`src/sv/pfa_pkg.sv`:
```
// Package for the page frame allocator: payload structs, command and operation codes,
// back-end state encoding and fixed field widths.
// Depends on nothing; every other file of the block imports it.
package pfa_pkg;

  localparam int unsigned PAGE_W          = 10;
  localparam int unsigned FRAME_NUM_W     = 10;
  localparam int unsigned FLAGS_W         = 8;
  localparam int unsigned ENTRY_W         = FRAME_NUM_W + FLAGS_W;
  localparam int unsigned DIR_SEL_W       = 2;
  localparam int unsigned DIR_SEL_RANGE   = 1 << DIR_SEL_W;
  localparam int unsigned ENTRIES_PER_DIR = 1 << PAGE_W;
  localparam int unsigned BYTES_W         = 32;
  // Largest frame count a check can ask for is 2^20 (4 KB frames), so 21 bits.
  localparam int unsigned NEED_W          = 21;
  localparam int unsigned GIVEN_W         = 5;
  localparam int unsigned FREE_OUT_W      = 6;
  localparam int unsigned PRESENT_FLAG_IDX = 0;
  // Present, writable, user and 4 MB page.
  localparam logic [FLAGS_W-1:0] ALLOC_FLAGS = 8'h87;

  typedef enum logic [1:0] {
    CMD_CHECK = 2'd0,
    CMD_ALLOC = 2'd1,
    CMD_FREE  = 2'd2,
    CMD_MAP   = 2'd3
  } pfa_command_t;

  // Classified operation handed from the front end to the back end.
  typedef enum logic [2:0] {
    OP_NOP,
    OP_CHECK,
    OP_ALLOC,
    OP_FREE,
    OP_MAP
  } pfa_op_t;

  typedef enum logic [1:0] {
    BK_CLEAR,
    BK_IDLE,
    BK_EXEC
  } pfa_back_state_t;

  typedef struct packed {
    logic [1:0]             command;
    logic [DIR_SEL_W-1:0]   directory_select;
    logic [PAGE_W-1:0]      virtual_page;
    logic [BYTES_W-1:0]     request_bytes;
    logic [FRAME_NUM_W-1:0] map_frame;
    logic [FLAGS_W-1:0]     map_flags;
  } pfa_request_t;

  typedef struct packed {
    logic                  success;
    logic [GIVEN_W-1:0]    frame_given;
    logic [FREE_OUT_W-1:0] frames_free;
    logic                  flush_request;
    logic [PAGE_W-1:0]     flush_page;
  } pfa_result_t;

  typedef struct packed {
    pfa_op_t              op;
    logic [DIR_SEL_W-1:0] dir;
    logic [PAGE_W-1:0]    page;
    logic [NEED_W-1:0]    need;
    logic [ENTRY_W-1:0]   entry;
  } pfa_item_t;

endpackage

```
`src/sv/pfa_queue.sv`:
```
// Two-entry queue that decouples the allocator front end from the back end.
// Depends on pfa_pkg.
module pfa_queue
  import pfa_pkg::*;
(
  input  logic      clk,
  input  logic      rst,
  input  logic      push,
  input  pfa_item_t push_item,
  input  logic      pop,
  output pfa_item_t head_item,
  output logic      empty,
  output logic      full
);

  localparam int unsigned DEPTH  = 2;
  localparam int unsigned PTR_W  = $clog2(DEPTH);
  localparam int unsigned FILL_W = PTR_W + 1;

  pfa_item_t         slots [DEPTH];
  logic [PTR_W-1:0]  wr_ptr;
  logic [PTR_W-1:0]  rd_ptr;
  logic [FILL_W-1:0] fill;

  assign empty     = (fill == '0);
  assign full      = (fill == FILL_W'(DEPTH));
  assign head_item = slots[rd_ptr];

  always_ff @(posedge clk) begin
    if (rst) begin
      wr_ptr <= '0;
      rd_ptr <= '0;
      fill   <= '0;
    end else begin
      if (push) wr_ptr <= wr_ptr + PTR_W'(1);
      if (pop) rd_ptr <= rd_ptr + PTR_W'(1);
      case ({push, pop})
        2'b10:   fill <= fill + FILL_W'(1);
        2'b01:   fill <= fill - FILL_W'(1);
        default: fill <= fill;
      endcase
    end
  end

  always_ff @(posedge clk) begin
    if (push) slots[wr_ptr] <= push_item;
  end

`ifndef SYNTHESIS
  a_no_push_when_full: assert property (@(posedge clk) disable iff (rst) push |-> !full)
    else $error("queue pushed while full");
  a_no_pop_when_empty: assert property (@(posedge clk) disable iff (rst) pop |-> !empty)
    else $error("queue popped while empty");
`endif

endmodule

```
`config.mk`:
```
export PLATFORM = sky130hd
export DESIGN_NAME = pfa_queue
export DESIGN_NICKNAME = d
export VERILOG_FILES = /design/src/sv/pfa_pkg.sv /design/src/sv/pfa_queue.sv
export SDC_FILE = /design/constraint.sdc
export NUM_CORES = 1
export LEC_CHECK = 0
export ABC_AREA = 1
export BUFFER_PORTS_ARGS = -buffer_cell sky130_fd_sc_hd__buf_2
export CORE_MARGIN = 2
export CORE_UTILIZATION = 42
export DETAILED_ROUTE_END_ITERATION = 6
export PLACE_DENSITY = 0.71
export SETUP_SLACK_MARGIN = 0.4
export SLEW_MARGIN = 20
export SYNTH_ARGS = -nofsm -noshare
export SYNTH_HDL_FRONTEND = slang
export SYNTH_SLANG_ARGS = --single-unit
```
`constraint.sdc`:
```
create_clock -name clk -period 3 [get_ports clk]
set_clock_uncertainty 0.05 [all_clocks]
set_input_delay 0.15 -clock clk [delete_from_list [all_inputs] [get_ports clk]]
set_output_delay 0.15 -clock clk [all_outputs]
set_load 0.1 [all_outputs]
```
---- Yosys cells after proc, flatten, opt, wreduce, memory -nomap -nowiden ----
Memory sizes are Yosys's and may differ from the RTL's. A register that Yosys moved wholly into a read port is not among the register bits.
Cells that the tools add are included.
word-level totals
  latch bits .............................. 0
  logic and storage cells ................. 18
  RAM bits ................................ 108
  output and inout port bits .............. 56
  register bits ........................... 4
  memories kept ........................... 1
  memory bits (read-only) ................. 0
memory list
  memory  words  width  rd ports  clocked after memory_dff  wr ports  RTL line         text
  slots   2      54     1         1                         1         pfa_queue.sv:20  pfa_item_t slots [DEPTH];
operators by class
  reductions and logical operators ........ 2
  magnitude comparators ................... 0
  bitwise operators ....................... 0
  shift-type cells ........................ 0
  multiply operators ...................... 0
  equality and inequality tests ........... 3
  divide/modulo/power cells ............... 0
  mux-type cells .......................... 5
  add/sub/neg operators ................... 4
operators with widths
  kind                   number
  $eq A2 B2 Y1 const B   2
  $mux W1                4
  $pmux W2 S2            1
  $add A1 B1 Y1 const B  2
  $add A2 B1 Y2 const B  1
  $eq A2 B1 Y1 const B   1
  $logic_not A2 Y1       1
  $reduce_bool A2 Y1     1
  $sub A2 B1 Y2 const B  1

---- Logic depth before layout (Yosys ltp) ----
  word-level depth ........................ 3
  mapped depth ............................ 7
  depth with buffers taken out ............ 7

---- Worst setup path before layout ----
Ideal clock, no wire load.
  path kind ............................... register to register
  start point ............................. register wr_ptr
  end point ............................... memory slots[0][0] (netlist bit), enable pin
  arrival ................................. 2583 ps
  buffers on the path ..................... 0
  stages on the path, launching flop included .. 2
  required time ........................... 2483 ps
  clock period less this slack ............ 3100 ps
  setup time .............................. 467 ps
  slack ................................... -100 ps
  cell sequence ........................... dfxtp_1 -> nor2_1
RTL lines
  item                    RTL line         text
  start, declared         pfa_queue.sv:21  logic [PTR_W-1:0] wr_ptr;
  start signal, assigned  pfa_queue.sv:35  if (push) wr_ptr <= wr_ptr + PTR_W'(1);
  end, declared           pfa_queue.sv:20
Straight into the memory's write port.

==> summary.md <==
| Metric | Value |
|---|---|
| Int Pwr | 3.16 mW |
| Synth cell types | 15 |
| Dpl ws | between 1 and 1.5 ns |
| Vias in the first global route | around 2500 |
| Remaining Overflow, GRT | 0 |
| Tcrit/Tclk final | 0.813 |
| Starting density of the core | 0.428 |
| Status | completed |
| Final hold violations | 0 |
| WP data required | around 2.8 ns |
| Core Area | slightly above 10000 um^2 |
| Hold path cells | 2 |
| WP buf/inv | 2 |
| H-tree depth | 4 |
| ANT nets after route | 0 |
| Critical path depth | 3 |
| Final wirelength | around 7.6 mm |
| Comb pwr share | 0.218 |
| Pre-antenna DRT Iters | 4 |
| First-pass GRT wire length | 11.8 mm |
| Switching Fraction | 0.303 |
| Dpl cells | 450 |
| Via Count | about 2400 |
| Fin crit period | 2.44 ns |
| Fin area | slightly above 6000 um^2 |
| Worst setup path end | head_item[40] |
| Clk Latency, worst-skew pair | roughly 0.5 ns |
| Slew @ Worst Pin | about 0.56 ns |
| Gate Count Post-Synth | 201 |
| RR Endpoint | slots[1][8]$_DFFE_PP_ |
| Clock power frac | 0.370 |
| Synth top area cells | edfxtp_1, mux2_4, buf_12, dfxtp_1, mux2_2 |
| Row cnt | 37 |
| Final setup margin | roughly 0.56 ns |
| Iter 0 DRT Violations | 75 |
| Hold Crit Class | in -> reg |
| Leakage | around 2.5 nW |
| Die H | 106 um |
| Non-Filler Instances | 539 |
| Max VDD drop | between 400 and 500 uV |
| CP Launch Type | flip-flop |
| Reg2Reg Launch Point | wr_ptr$_SDFFE_PP0P_ |
| Maximum fanout along the worst path | 30 |
| Fmax | 410 MHz |
| Clock transition at path regs | around 0.050 ns |
| Avg WL per Cell | between 10 and 15 um |
| # DRC | 0 |
| Worst R2R Path Depth | 3 |
| Final Max Tran Viols | 0 |
| Ys Warns | 0 |
| Syn_area_per_cell | 21.8 um^2 |
| Initial antenna violation count | 0 |
| CTS Buf Count | 17 |
| Setup violations, final | 0 |
| P per Cell Area | between 700 and 800 nW/um^2 |
| GR Util All Layers | 0.142 |
| Via density | 4.42 |
| Synth-to-layout area growth | 40.5% |
| Diode count | 0 |
| Max_slew headroom | 0.624 |
| Clk root buf | clkbuf_8 |
| CTS tree | built |
| Yosys top cell area share | 0.741 |
| Share of cells above drive strength 1 | 0.496 |
| Reg2Reg Setup Slack | between 1 and 1.5 ns |
| Largest net degree at the start of global routing | 33 |
| Port buffer count | around 110 |
| CP max-delay cell | dfxtp_4 |
| Worst path top cell family by delay | buffers and inverters |
| Die Span X | 106 um |
| Placed Area | between 5000 and 6000 um^2 |
| Seq cells post-synth | between 100 and 150 |
| Fill cells | between 700 and 800 |
| Post-synthesis sequential area ratio | 0.764 |
| Post-synth net total | 260 |
| Multi-input logic area | between 900 and 1000 um^2 |
| RePlAce Congestion | slightly below 0.7 |
| Boundary pin count | around 110 |
| RSZ-0062 raised after global routing | no |
| Worst endpoint data arrival time | ~2.2 ns |
| Total Nets Final | 450 |
| Clock buffer depth | 2 |
| Setup TNS Final | 0 ns |
| Worst path cell trace | buf_4, mux2_4, buf_2 |
| Max_cap viols | 0 |
| Switch Pwr | between 1 and 1.5 mW |
| Crit end category | primary output |
| Seq pwr share | 0.412 |
| CP peak stage delay | roughly 0.67 ns |
| Synth area leader | edfxtp_1 |
| Netlist area before placement | about 4400 um^2 |
| Critical path class | reg -> out |
| Register area | ~3300 um^2 |
| Die ar. | 11200 um^2 |
| Sink Count | between 100 and 150 |
| HPWL Detailed | around 4.8 mm |
| Setup bufs post-CTS | 0 |
==> cells in the final DEF (no fill, tap or decap) <==
cell type      count
buf_2            113
edfxtp_1         108
dlygate4sd3_1     58
mux2_4            50
clkbuf_16         16
nor2_1             9
inv_1              6
clkinv_2           6
nand2_1            5
clkbuf_1           5
buf_4              5
mux2_2             4
dfxtp_1            4
clkinv_1           2
inv_2              1
nor2_4             1
o21ai_0            1
a21oi_1            1
xnor2_1            1
nor3_1             1
nand4_1            1
ha_1               1
dfxtp_4            1
clkbuf_8           1
bufinv_16          1
buf_12             1
==> layer usage <==
metal,up-vias,track usage,routed length [um]
met2,82,0.237,3920
li1,1156,-,-
met1,1137,0.163,3130
met5,-,0,0
met3,5,0.0503,443
met4,0,0.0677,66
==> how the worst min path moves through the flow <==
stage / from / endpoint / slack [ns]
3_5_place_dp: push_item[9] / slots[0][9]$_DFFE_PP_ / 0.29
2_1_floorplan: rst / flip-flop / 0.17
4_1_cts: push_item[9] / slots[1][9]$_DFFE_PP_ / 0.29
6_report: push_item[20] / slots[1][20]$_DFFE_PP_ / 0.32
3_3_place_gp: push_item[13] / slots[1][13]$_DFFE_PP_ / 0.29
5_1_grt: push_item[40] / slots[0][40]$_DFFE_PP_ / 0.31
==> sequential cells by signal, summed over array words and instances (netlist names), named ones only <==
name and flops:
slots 108, wr_ptr 1, fill 2, rd_ptr 1
==> power by group through the flow <==
stage / Sequential (mW) / Clock (mW) / Combinational (mW)
detailed placement: 1.90 / 0 / 0.931
global route: 1.88 / 1.80 / 1.02
floorplan: 1.88 / 0 / 0.838
global placement: 1.90 / 0 / 0.925
CTS: 1.87 / 1.73 / 0.992
finish: 1.87 / 1.68 / 0.987
==> cells in the mapped netlist <==
cell type    n
edfxtp_1   108
mux2_4      50
nor2_1      10
inv_1        7
buf_12       5
dfxtp_1      5
nand2_1      5
mux2_2       4
a21oi_1      1
buf_6        1
ha_1         1
nand4_1      1
nor3_1       1
o21ai_0      1
xnor2_1      1
==> logic make-up after synthesis <==
group / share of synthesized area
DFF: 0.764
AOI/OAI and AO/OA: 0.00229
buffers and inverters: 0.0315
and+or+nand+nor: 0.0154
muxes: 0.182
adders and majority gates: 0.00286
xor gates and xnor gates: 0.00200
==> area by class of cell <==
class	instances	share of cell area
Sequential cell	113	0.544
Inverter	7	0.00427
Multi-Input combinational cell	75	0.147
Tap cell	136	0.0277
Clock buffer	22	0.0704
Timing Repair Buffer	177	0.196
Clock inverter	9	0.0110
==> through the flow <==
stage | util | power (mW) | hold WS, ns
final | 0.601 | 4.54 | 0.319
after global routing | 0.601 | 4.71 | 0.312
after CTS | 0.601 | 4.59 | 0.288
after detailed placement | 0.495 | 2.83 | 0.291
after global placement | 0.495 | 2.82 | 0.288
after floorplan | - | 2.71 | 0.172
==> repair_timing <==
action / CTS / global route
endpoints found under the hold margin: 113 / 0
gates resized for setup: 0 / 0
hold buffers: 58 / 0
Note: power is estimated with default switching activity, not from simulation.
