**config.mk**
```make
export PLATFORM = sky130hd
export DESIGN_NAME = pfa_front
export DESIGN_NICKNAME = d
export VERILOG_FILES = /design/src/sv/pfa_pkg.sv /design/src/sv/pfa_front.sv
export SDC_FILE = /design/constraint.sdc
export NUM_CORES = 1
export LEC_CHECK = 0
export BUFFER_PORTS_ARGS = -buffer_cell sky130_fd_sc_hd__clkbuf_2
export CORE_MARGIN = 8
export CORE_UTILIZATION = 26
export DETAILED_ROUTE_END_ITERATION = 6
export PLACE_DENSITY_LB_ADDON = 0.25
export SLEW_MARGIN = 20
export SYNTH_ARGS = -nofsm -noshare
export SYNTH_HDL_FRONTEND = slang
export SYNTH_SLANG_ARGS = --single-unit
```
**constraint.sdc**
```tcl
create_clock -name vclk -period 1.3
set_input_delay 0.195 -clock vclk [all_inputs]
set_output_delay 0.195 -clock vclk [all_outputs]
set_load 0.01 [all_outputs]
```
**src/sv/pfa_pkg.sv**
```systemverilog
// Package for the page frame allocator: payload structs, command and operation codes,
// back-end state encoding and fixed field widths.
// Depends on nothing; every other file of the block imports it.
package pfa_pkg;

  localparam int unsigned PAGE_W          = 10;
  localparam int unsigned FRAME_NUM_W     = 10;
  localparam int unsigned FLAGS_W         = 8;
  localparam int unsigned ENTRY_W         = FRAME_NUM_W + FLAGS_W;
  localparam int unsigned DIR_SEL_W       = 2;
  localparam int unsigned DIR_SEL_RANGE   = 1 << DIR_SEL_W;
  localparam int unsigned ENTRIES_PER_DIR = 1 << PAGE_W;
  localparam int unsigned BYTES_W         = 32;
  // Largest frame count a check can ask for is 2^20 (4 KB frames), so 21 bits.
  localparam int unsigned NEED_W          = 21;
  localparam int unsigned GIVEN_W         = 5;
  localparam int unsigned FREE_OUT_W      = 6;
  localparam int unsigned PRESENT_FLAG_IDX = 0;
  // Present, writable, user and 4 MB page.
  localparam logic [FLAGS_W-1:0] ALLOC_FLAGS = 8'h87;

  typedef enum logic [1:0] {
    CMD_CHECK = 2'd0,
    CMD_ALLOC = 2'd1,
    CMD_FREE  = 2'd2,
    CMD_MAP   = 2'd3
  } pfa_command_t;

  // Classified operation handed from the front end to the back end.
  typedef enum logic [2:0] {
    OP_NOP,
    OP_CHECK,
    OP_ALLOC,
    OP_FREE,
    OP_MAP
  } pfa_op_t;

  typedef enum logic [1:0] {
    BK_CLEAR,
    BK_IDLE,
    BK_EXEC
  } pfa_back_state_t;

  typedef struct packed {
    logic [1:0]             command;
    logic [DIR_SEL_W-1:0]   directory_select;
    logic [PAGE_W-1:0]      virtual_page;
    logic [BYTES_W-1:0]     request_bytes;
    logic [FRAME_NUM_W-1:0] map_frame;
    logic [FLAGS_W-1:0]     map_flags;
  } pfa_request_t;

  typedef struct packed {
    logic                  success;
    logic [GIVEN_W-1:0]    frame_given;
    logic [FREE_OUT_W-1:0] frames_free;
    logic                  flush_request;
    logic [PAGE_W-1:0]     flush_page;
  } pfa_result_t;

  typedef struct packed {
    pfa_op_t              op;
    logic [DIR_SEL_W-1:0] dir;
    logic [PAGE_W-1:0]    page;
    logic [NEED_W-1:0]    need;
    logic [ENTRY_W-1:0]   entry;
  } pfa_item_t;

endpackage

```
**src/sv/pfa_front.sv**
```systemverilog
// Front end of the page frame allocator: decodes a command item into an operation,
// rounds the check size up to whole frames and builds the map entry.
// Depends on pfa_pkg.
module pfa_front
  import pfa_pkg::*;
#(
  parameter int unsigned DIRECTORIES = 4,
  parameter int unsigned FRAME_SHIFT = 22
) (
  input  pfa_request_t request,
  output pfa_item_t    item
);

  logic [BYTES_W:0] round_sum;
  logic             dir_ok;

  assign round_sum = {1'b0, request.request_bytes}
                   + (((BYTES_W + 1)'(1) << FRAME_SHIFT) - (BYTES_W + 1)'(1));
  assign dir_ok    = 32'(request.directory_select) < DIRECTORIES;

  always_comb begin
    item.dir   = request.directory_select;
    item.page  = request.virtual_page;
    item.need  = NEED_W'(round_sum >> FRAME_SHIFT);
    item.entry = {request.map_frame, request.map_flags};
    unique case (request.command)
      CMD_CHECK: item.op = OP_CHECK;
      CMD_ALLOC: item.op = dir_ok ? OP_ALLOC : OP_NOP;
      CMD_FREE:  item.op = dir_ok ? OP_FREE : OP_NOP;
      CMD_MAP:   item.op = dir_ok ? OP_MAP : OP_NOP;
      default:   item.op = OP_NOP;
    endcase
  end

endmodule

```
### After elaboration in Yosys (flattened, before gate mapping)

Index checks and enable logic that the tools add are counted.
Widths: inputs -> output; s select.

* register bits after elaboration: 0
* logic and storage cells: 6
* output and inout port bits: 54
* input port bits: 64

* reduce and logical (&&, ||, !) cells: 1
* mux-type cells: 1
* $add $sub $neg: 1
* equal/unequal tests: 3

Operator list (number)
* $add 32x22->33 const B: 1
* $pmux 3 s4: 1
* $eq 2x2->1 const B: 2
* $eq 2x1->1 const B: 1
* $logic_not 2->1: 1

### Logic depth before layout (Yosys ltp)

Gate-level depths: netlist of the first run.

* word-level depth: 2
* gate-level depth with buffers: 4
* gate-level depth less buffers: 4

### Worst setup path after synthesis of the first run

OpenSTA, ideal clock, no wires.

* path type: input-to-output
* from: in request[18] in the netlist's numbering
* to: out item[23] in the netlist's numbering
* stages on the path: 4
* slack: -5 ps
* data arrival time: 1110 ps
* buffers on the path: 0
* required time: 1105 ps
* cells stage by stage: nor4_4 > nand4_4 > o2111ai_1 > xnor2_1

RTL lines
* from (decl): line pfa_front.sv:10 `input pfa_request_t request,`
* to (decl): line pfa_front.sv:11 `output pfa_item_t item`

==> parameters.txt, run 1 <==
Parameter                              Value

Outcome
  Outcome ... complete, but fails checks
  Violations in the final reports ... setup timing

Global routing
  Number of global-route vias before repair ... 704
  GRT Total Usage ... 0.0919
  Wire length of the first global-routing pass ... 3440 µm
  Total congestion overflow after global routing ... 0
  Initial antenna violation count ... 0
  Pin count of the biggest net entering global routing ... 9

Detailed routing
  Antenna Nets Post-Route ... 0
  Starting DRT DRC Count ... 9
  Total Wirelength ... 2260 µm
  Detailed-router iteration count before antenna repair ... 3
  Number of vias after detailed routing ... 621
  Detailed-route vias per instance ... 4.34
  WL met2 ... 1040 µm
  Met3 routed wirelength ... 470 µm
  Routed wirelength normalized by instance count ... 15.8 µm
  Highest Signal Layer ... met4
  DRC ... 0
  Wire length on met1 ... 711 µm

Cells and area
  Diode count ... 0
  Nets ... 182
  Most frequent cells in the layout ... sky130_fd_sc_hd__clkbuf_2 (39), sky130_fd_sc_hd__buf_4 (12), sky130_fd_sc_hd__xnor2_1 (10), sky130_fd_sc_hd__conb_1 (10), sky130_fd_sc_hd__buf_2 (7)
  FFs & Latches ... 0
  Most common cell after layout, fill and taps aside ... sky130_fd_sc_hd__clkbuf_2
  Total of fill cells in the finished design ... 273
  Share of final-layout standard cells stronger than drive strength 1 ... 0.681
  Combined flip-flop and latch cell area ... 0 µm²
  Synth-to-layout area growth ... 24.3%
  Clk_buf instances ... 0

Synthesis
  Distinct cell type count of the synthesized netlist ... 21
  Area fraction of the dominant cell type after synthesis ... 0.432
  Synth warn ... 0
  Leading area contributor after synthesis ... sky130_fd_sc_hd__buf_4
  Post-synthesis instance area ... 694 µm²
  Cell count after synthesis ... 83
  Register area share after synthesis ... 0
  Largest cells by area after synthesis ... sky130_fd_sc_hd__buf_4 (43%), sky130_fd_sc_hd__xnor2_1 (13%), sky130_fd_sc_hd__nor4_4 (12%), sky130_fd_sc_hd__ha_1 (5.4%), sky130_fd_sc_hd__and4_1 (3.8%)
  Mean area per synthesized cell ... 8.37 µm²

STA
  Timing-limited maximum frequency ... 622 MHz
  Final setup violation count ... 11
  Final slew viol count ... 0
  Setup slack of the critical path after layout ... -0.307 ns
  Hold Violations, Final ... 0
  Post-layout min period ... 1.61 ns
  Setup repair after global routing missed its margin ... yes
  Final worst-path cycle share ... 1.24
  Hold_ws ... 0.390 ns

Min path
  WHS Endpoint ... item[16]
  Worst Hold Path Cells ... 0
  Type of the most critical hold path ... input port to primary output
  Hold path startpoint ... request[16]

Run
  Total of max-cap violations ... 0

Placed design
  Place WS ... -0.318 ns
  Port buffer count ... 48
  Sum of net half-perimeters after detailed placement ... 1800 µm
  Placer Congestion ... 0.777

Setup path
  Critical path required time ... 1.11 ns
  Worst-path maximum fanout ... 5
  Capturing element type of the critical path ... primary output
  Kind of start point of the critical path ... input port
  Endpoint arrival time on the critical path ... 1.41 ns
  Critical path class ... input port to primary output

Floorplanning
  Floorplan core area ... 2500 µm²
  Die Ht ... 67.7 µm
  I/O pin count ... 118
  Width of the die ... 67.7 µm
  Effective utilization at floorplan ... 0.278
  Die footprint ... 4580 µm²
  Total number of placement rows ... 18

Power and ir drop
  Pwr dens ... 254 nW/µm²
  Leakage power of the design ... 0.432 nW
  Worst vdd ir ... 99.2 µV

Clock network
  Number of buffers inserted for hold repair after clock tree synthesis ... 0
worst max-delay path, stage by stage:
cell	delay, ns
sky130_fd_sc_hd__buf_6	0.10
sky130_fd_sc_hd__nor4_4	0.25
sky130_fd_sc_hd__buf_4	0.18
sky130_fd_sc_hd__nand4_4	0.14
sky130_fd_sc_hd__buf_4	0.17
sky130_fd_sc_hd__o21ai_2	0.11
sky130_fd_sc_hd__xnor2_1	0.13
sky130_fd_sc_hd__buf_2	0.15
synth_stat cells:
library cell,count
sky130_fd_sc_hd__and3_1,2
sky130_fd_sc_hd__nand3_1,1
sky130_fd_sc_hd__and4_1,3
sky130_fd_sc_hd__nor4_1,1
sky130_fd_sc_hd__xnor2_1,10
sky130_fd_sc_hd__or2_2,1
sky130_fd_sc_hd__o211ai_1,3
sky130_fd_sc_hd__nand4_4,1
sky130_fd_sc_hd__nor4_4,4
sky130_fd_sc_hd__inv_1,2
sky130_fd_sc_hd__nand2_2,1
sky130_fd_sc_hd__o21ai_0,1
sky130_fd_sc_hd__o2111ai_1,2
sky130_fd_sc_hd__o21ai_1,1
sky130_fd_sc_hd__conb_1,1
sky130_fd_sc_hd__o21ai_2,1
sky130_fd_sc_hd__clkbuf_1,1
sky130_fd_sc_hd__ha_1,3
sky130_fd_sc_hd__nor2_1,3
sky130_fd_sc_hd__o2111ai_2,1
sky130_fd_sc_hd__buf_4,40
area by class of cell:
cell class	count	area (µm²)	share of cell area
repair buffers	60	343	0.397
well taps	30	37.5	0.0435
multi-input cells	51	475	0.551
inverters	2	7.51	0.00870
logic make-up (layout without fill, tap and decap cells):
| logic type | count (synthesis) | in the layout | share of synthesized area |
|---|---|---|---|
| simple gates | 17 | 19 | 0.259 |
| compound gates | 9 | 9 | 0.106 |
| buf+inv | 43 | 62 | 0.449 |
| xor+xnor | 10 | 10 | 0.126 |
| fa+ha+maj | 3 | 3 | 0.0541 |
| other cells | 1 | 10 | 0.00540 |
worst max-delay path by stage:
stage / from / to / slack (ns) / cells past startpoint
after floorplan: request[18] / item[23] / -0.005 / 4
after global placement: request[34] / item[25] / -0.31 / 6
after detailed placement: request[34] / item[23] / -0.32 / 6
after CTS: request[34] / item[23] / -0.31 / 7
after global routing: request[31] / item[26] / -0.40 / 7
final: request[31] / item[24] / -0.31 / 8
stage by stage:
stage                     utilization  area [µm²]  power, W  TNS (ns)  cells
final                           0.345         863  0.000220     -2.70    143
after global routing            0.345         863  0.000245     -3.87    143
after CTS                       0.329         823  0.000216     -2.87    141
after detailed placement        0.299         747  0.000200     -2.92    135
after global placement          0.299         747  0.000198     -2.80    135
after floorplan                     -         728  0.000198  -0.00987     92
repair_timing:
item	CTS	global route
endpoints found under the setup margin	11	11
setup buffers	4	2
pin swaps	3	9
resized for setup	5	16
gates cloned	2	0
power breakdown:
part / leakage [nW] / internal [W] / switching [W] / total [W]
clock: 0 / 0 / 0 / 0
combinational: 0.432 / 0.000105 / 0.000115 / 0.000220
sequential: 0 / 0 / 0 / 0
total: 0.432 / 0.000105 / 0.000115 / 0.000220
layer usage:
metal,track usage,up-vias
li1,-,300
met1,0.0922,264
met2,0.162,45
met3,0.0513,12
met4,0.0209,0
met5,0,-
Note: power is estimated with default switching activity, not from simulation.
==> run 2: changes to the inputs <==
--- a/config.mk
+++ b/config.mk
@@ -10,6 +10,7 @@
 export CORE_UTILIZATION = 26
 export DETAILED_ROUTE_END_ITERATION = 6
 export PLACE_DENSITY_LB_ADDON = 0.25
+export SKIP_LAST_GASP = 1
 export SLEW_MARGIN = 20
 export SYNTH_ARGS = -nofsm -noshare
 export SYNTH_HDL_FRONTEND = slang
==> run 2 against run 1 <==
The flow still finishes with violations (setup timing). First-iteration DRC count is the same. Global-route usage is the same. Count of clock-buffer cells in the layout is the same. Utilization is the same. Critical path depth is the same. Critical path type unchanged. Critical endpoint unchanged. Largest power group unchanged.
==> parameters.txt, run 2 (synthesized netlist as in run 1, its figures left out) <==
Parameter                              Value

Cells and area
  Clk_buf instances ... 0 (unchanged)
  Fin util ... 0.345 (unchanged)
  Combined flip-flop and latch cell area ... 0 µm² (unchanged)
  Most common cell after layout, fill and taps aside ... sky130_fd_sc_hd__clkbuf_2 (unchanged)
  Total of fill cells in the finished design ... 273 (unchanged)
  FFs & Latches ... 0 (unchanged)
  Design area ... 863 µm² (unchanged)
  Most frequent cells in the layout ... sky130_fd_sc_hd__clkbuf_2 (40), sky130_fd_sc_hd__buf_4 (12), sky130_fd_sc_hd__xnor2_1 (10), sky130_fd_sc_hd__conb_1 (10), sky130_fd_sc_hd__buf_2 (6) (was sky130_fd_sc_hd__clkbuf_2 (39), sky130_fd_sc_hd__buf_4 (12), sky130_fd_sc_hd__xnor2_1 (10), sky130_fd_sc_hd__conb_1 (10), sky130_fd_sc_hd__buf_2 (7))
  Nets ... 182 (unchanged)
  Total area of multi-input combinational cells ... 475 µm² (unchanged)
  Diode count ... 0 (unchanged)
  Synth-to-layout area growth ... 24.3% (unchanged)
  Share of final-layout standard cells stronger than drive strength 1 ... 0.681 (unchanged)

STA
  Final slew viol count ... 0 (unchanged)
  Post-layout min period ... 1.61 ns (unchanged)
  Final setup violation count ... 11 (unchanged)
  Timing-limited maximum frequency ... 622 MHz (unchanged)
  Setup slack of the critical path after layout ... -0.307 ns (unchanged)
  Hold Violations, Final ... 0 (unchanged)
  Hold_ws ... 0.390 ns (unchanged)
  Setup repair after global routing missed its margin ... yes (unchanged)
  Final worst-path cycle share ... 1.24 (unchanged)

Global routing
  Pin count of the biggest net entering global routing ... 9 (unchanged)
  Total congestion overflow after global routing ... 0 (unchanged)
  Number of global-route vias before repair ... 704 (unchanged)
  Initial antenna violation count ... 0 (unchanged)
  Wire length of the first global-routing pass ... 3440 µm (unchanged)
  GRT Total Usage ... 0.0919 (unchanged)

Setup path
  Most numerous cell on the critical path ... sky130_fd_sc_hd__buf_4 (unchanged)
  Worst-path maximum fanout ... 5 (unchanged)
  Worst path slowest cell ... sky130_fd_sc_hd__nor4_4 (unchanged)
  Endpoint arrival time on the critical path ... 1.41 ns (about the same)
  Max stage delay on crit path ... 0.25 ns (about the same)
  Critical path class ... input port to primary output (unchanged)
  Critical path required time ... 1.11 ns (about the same)
  Cells along the critical path ... buf_6 -> nor4_4 -> buf_4 -> nand4_4 -> buf_4 -> o21ai_2 -> xnor2_1 -> buf_2 (unchanged)
  Kind of start point of the critical path ... input port (unchanged)
  Capturing element type of the critical path ... primary output (unchanged)

Detailed routing
  Starting DRT DRC Count ... 9 (unchanged)
  Highest Signal Layer ... met4 (unchanged)
  Wire length on met1 ... 710 µm (was 711 µm)
  Detailed-route vias per instance ... 4.35 (was 4.34)
  Met3 routed wirelength ... 470 µm (unchanged)
  DRC ... 0 (unchanged)
  Routed wirelength normalized by instance count ... 15.8 µm (about the same)
  Number of vias after detailed routing ... 622 (was 621)
  Antenna Nets Post-Route ... 0 (unchanged)
  Detailed-router iteration count before antenna repair ... 3 (unchanged)
  Total Wirelength ... 2260 µm (about the same)
  WL met2 ... 1040 µm (unchanged)

Min path
  Worst Hold Path Cells ... 0 (unchanged)
  Type of the most critical hold path ... input port to primary output (unchanged)
  WHS Endpoint ... item[16] (unchanged)
  Hold path startpoint ... request[16] (unchanged)

Placed design
  Place WS ... -0.318 ns (unchanged)
  Port buffer count ... 48 (unchanged)
  Placer Congestion ... 0.777 (unchanged)
  Sum of net half-perimeters after detailed placement ... 1800 µm (unchanged)
  Placed Instance Area ... 747 µm² (unchanged)

Floorplanning
  Floorplan core area ... 2500 µm² (unchanged)
  Die footprint ... 4580 µm² (unchanged)
  I/O pin count ... 118 (unchanged)
  Width of the die ... 67.7 µm (unchanged)
  Die Ht ... 67.7 µm (unchanged)
  Effective utilization at floorplan ... 0.278 (unchanged)
  Total number of placement rows ... 18 (unchanged)

Clock network
  Number of buffers inserted for hold repair after clock tree synthesis ... 0 (unchanged)

Run
  Total of max-cap violations ... 0 (unchanged)

Power and ir drop
  Worst vdd ir ... 99.2 µV (about the same)
  Post-layout total power ... 0.000220 W (about the same)
  Leakage power of the design ... 0.433 nW (was 0.432 nW)
  Pwr dens ... 255 nW/µm² (was 254 nW/µm²)

Outcome
  Outcome ... complete, but fails checks (unchanged)
  Violations in the final reports ... setup timing (unchanged)
[run 2: cell types whose count changed in the layout (fill, tap and decap cells not counted)]
cell	delta
sky130_fd_sc_hd__buf_2	-1
sky130_fd_sc_hd__clkbuf_2	+1
[run 2: worst max-delay path by stage]
| stage | slack [ns] | endpoint | cells past startpoint | startpoint |
|---|---|---|---|---|
| floorplan | -0.005 | item[23] | 4 | request[18] |
| global placement | -0.31 | item[25] | 6 | request[34] |
| detailed placement | -0.32 | item[23] | 6 | request[34] |
| CTS | -0.31 | item[23] | 7 | request[34] |
| global route | -0.40 | item[26] | 7 | request[31] |
| finish | -0.31 | item[24] | 8 | request[31] |
[run 2: worst max-delay path: cells and delay by family]
kind            cells  cell delay (ns)
compound gates      1             0.11
xor+xnor            1             0.13
buf+inv             4             0.60
simple gates        2             0.39
[run 2: repair_timing]
action / in CTS / in global routing
gates resized for setup: 5 / 15
gates cloned: 2 / 0
pin swaps: 3 / 9
setup buffers: 4 / 2
setup endpoints to repair: 11 / 11
[run 2: cell type report]
type	instances	area share
Timing Repair Buffer	60	0.397
Multi-Input combinational cell	51	0.551
Tap cell	30	0.0435
Inverter	2	0.00870
[run 2: metal layers]
| metal | GRT usage | vias to the layer above |
|---|---|---|
| met5 | 0 | - |
| met4 | 0.0209 | 0 |
| met3 | 0.0513 | 12 |
| met2 | 0.162 | 45 |
| met1 | 0.0922 | 265 |
| li1 | - | 300 |
[run 2: metrics by stage]
step	setup TNS [ns]	cells
after global placement	-2.80	135
after global routing	-3.88	143
after detailed placement	-2.92	135
after floorplan	-0.00987	92
after CTS	-2.87	141
final	-2.71	143
[run 2: power breakdown]
part           switching, W  internal (W)  leakage (nW)  total (W)
Clock                     0             0             0          0
Sequential                0             0             0          0
Combinational      0.000115      0.000105         0.433   0.000220
==> run 3: changes to the inputs <==
--- a/config.mk
+++ b/config.mk
@@ -10,6 +10,7 @@
 export CORE_UTILIZATION = 26
 export DETAILED_ROUTE_END_ITERATION = 6
 export PLACE_DENSITY_LB_ADDON = 0.25
+export REMOVE_ABC_BUFFERS = 1
 export SKIP_LAST_GASP = 1
 export SLEW_MARGIN = 20
 export SYNTH_ARGS = -nofsm -noshare
==> run 3 against run 2 <==
The run still ends with setup timing left. Die area is the same. Cell count shrank 2.8%. Non-clock buffer count shrank 4. First-iteration DRC count grew to 3.8 times the previous value. Maximum frequency grew 0.65%. Sequential share of layout area is the same. Combinational power is essentially flat. Count of clock-buffer cells in the layout is the same. Flip-flop and latch count is the same. Total power shrank 0.17%. Global-route usage grew 1.9 points. Critical path type unchanged. Critical endpoint is now item[23]. Highest routed layer is now met3.
==> parameters.txt, run 3 (synthesized netlist as in run 1, its figures left out) <==
Parameter                              Value

Power and ir drop
  Post-layout total power ... 0.000219 W (was 0.000220 W)
  Reg power frac ... 0 (about the same)
  Net switching power figure ... 0.000115 W (about the same)
  Pwr dens ... 259 nW/µm² (was 255 nW/µm²)
  Worst vdd ir ... 97.7 µV (was 99.2 µV)
  Fraction of power consumed by the clock network ... 0 (about the same)
  Leakage power of the design ... 0.419 nW (was 0.433 nW)
  Design internal power ... 0.000105 W (about the same)
  Fraction of power spent switching nets ... 0.523 (was 0.524)
  Combinational share of power ... 1.000 (about the same)

STA
  Hold Violations, Final ... 0 (unchanged)
  Timing-limited maximum frequency ... 626 MHz (was 622 MHz)
  Post-layout min period ... 1.60 ns (was 1.61 ns)
  Final worst-path cycle share ... 1.23 (was 1.24)
  Final setup violation count ... 11 (unchanged)
  Final slew viol count ... 0 (unchanged)
  Setup repair after global routing missed its margin ... yes (unchanged)
  Setup slack of the critical path after layout ... -0.297 ns (was -0.307 ns)
  Hold_ws ... 0.390 ns (about the same)

Cells and area
  Clk_buf instances ... 0 (unchanged)
  FFs & Latches ... 0 (unchanged)
  Non-filler cells in the finished layout ... 139 (was 143)
  Synth-to-layout area growth ... 21.8% (was 24.3%)
  Fin util ... 0.338 (was 0.345)
  Most common cell after layout, fill and taps aside ... sky130_fd_sc_hd__clkbuf_2 (unchanged)
  Combined flip-flop and latch cell area ... 0 µm² (unchanged)
  Diode count ... 0 (unchanged)
  Nets ... 178 (was 182)
  Share of final-layout standard cells stronger than drive strength 1 ... 0.661 (was 0.681)
  Most frequent cells in the layout ... sky130_fd_sc_hd__clkbuf_2 (39), sky130_fd_sc_hd__xnor2_1 (10), sky130_fd_sc_hd__conb_1 (10), sky130_fd_sc_hd__buf_4 (8) (was sky130_fd_sc_hd__clkbuf_2 (40), sky130_fd_sc_hd__buf_4 (12), sky130_fd_sc_hd__xnor2_1 (10), sky130_fd_sc_hd__conb_1 (10), sky130_fd_sc_hd__buf_2 (6))

Run
  Total of max-cap violations ... 0 (unchanged)

Global routing
  Wire length of the first global-routing pass ... 3780 µm (was 3440 µm)
  Number of global-route vias before repair ... 657 (was 704)
  Total congestion overflow after global routing ... 0 (unchanged)
  Met3 Use GR ... 0.119 (was 0.0513)
  Global Route met2 Usage ... 0.110 (was 0.162)
  Most crowded layer after global routing ... met1 (was met2)
  GRT Total Usage ... 0.111 (was 0.0919)
  Initial antenna violation count ... 0 (unchanged)
  Pin count of the biggest net entering global routing ... 11 (was 9)
  GR met1 Demand/Resource ... 0.155 (was 0.0922)

Placed design
  Placer Congestion ... 0.748 (was 0.777)
  Sum of net half-perimeters after detailed placement ... 2370 µm (was 1800 µm)
  Number of cells after detailed placement ... 132 (was 135)
  Port buffer count ... 48 (unchanged)

Detailed routing
  Total Wirelength ... 2940 µm (was 2260 µm)
  Starting DRT DRC Count ... 34 (was 9)
  Routed wirelength normalized by instance count ... 21.2 µm (was 15.8 µm)
  Antenna Nets Post-Route ... 0 (unchanged)
  DRC ... 0 (unchanged)
  Detailed-route vias per instance ... 4.81 (was 4.35)
  Number of vias after detailed routing ... 668 (was 622)
  Detailed-router iteration count before antenna repair ... 4 (was 3)

Floorplanning
  Die Ht ... 67.7 µm (unchanged)
  Total number of placement rows ... 18 (unchanged)
  Width of the die ... 67.7 µm (unchanged)
  Effective utilization at floorplan ... 0.278 (unchanged)
  I/O pin count ... 118 (unchanged)
  Floorplan core area ... 2500 µm² (unchanged)
  Die footprint ... 4580 µm² (unchanged)

Setup path
  Endpoint arrival time on the critical path ... 1.40 ns (was 1.41 ns)
  Critical path class ... input port to primary output (unchanged)
  Critical path required time ... 1.11 ns (about the same)
  Kind of start point of the critical path ... input port (unchanged)
  Worst-path maximum fanout ... 5 (unchanged)
  Capturing element type of the critical path ... primary output (unchanged)

Outcome
  Violations in the final reports ... setup timing (unchanged)
  Outcome ... complete, but fails checks (unchanged)

Min path
  Type of the most critical hold path ... input port to primary output (unchanged)
run 3: changes by cell type in the layout (fill, tap and decap cells not counted), sizes merged:
cell	previous run	this run
clkbuf	40	39
buf	20	17
run 3: routing by layer:
metal  vias up  part of all wire
met4         0                 0
met2        75              0.32
met3         0              0.24
li1        295                 -
met1       298              0.44
met5         -                 0
run 3: final cells by class:
class | instances | area [µm²]
well taps | 30 | 37.5
fillers | 271 | 1650
repair buffers | 56 | 325
multi-input cells | 51 | 475
inverters | 2 | 7.51
run 3: power by group through the flow:
stage | Combinational [W] | Clock [W] | Sequential (W)
2_1_floorplan | 0.0000764 | 0 | 0
3_3_place_gp | 0.000192 | 0 | 0
3_5_place_dp | 0.000195 | 0 | 0
4_1_cts | 0.000202 | 0 | 0
5_1_grt | 0.000240 | 0 | 0
6_report | 0.000219 | 0 | 0
run 3: stage by stage:
stage | setup WS [ns] | area [µm²] | TNS [ns]
global placement | -0.331 | 724 | -3.04
floorplan | -0.00494 | 424 | -0.00987
finish | -0.297 | 846 | -2.56
CTS | -0.312 | 746 | -2.79
detailed placement | -0.314 | 724 | -2.79
global route | -0.368 | 846 | -3.39
run 3: worst paths after layout:
| check | endpoint | start | depth (start not counted) |
|---|---|---|---|
| hold / removal | item[44] | request[55] | 0 |
| setup / recovery | item[23] | request[19] | 7 |
run 3: critical path, stage by stage:
cell                        delay (ns)
sky130_fd_sc_hd__buf_6            0.10
sky130_fd_sc_hd__nor4_4           0.24
sky130_fd_sc_hd__buf_4            0.18
sky130_fd_sc_hd__nand4_4          0.15
sky130_fd_sc_hd__o2111ai_2        0.22
sky130_fd_sc_hd__xnor2_1          0.15
sky130_fd_sc_hd__clkbuf_2         0.16
run 3: repair_timing:
action,in CTS,in global routing
hold buffers,0,0
setup buffers,0,5
cloned,1,1
setup endpoints to repair,11,11
resized for setup,4,19
pin swaps,0,10
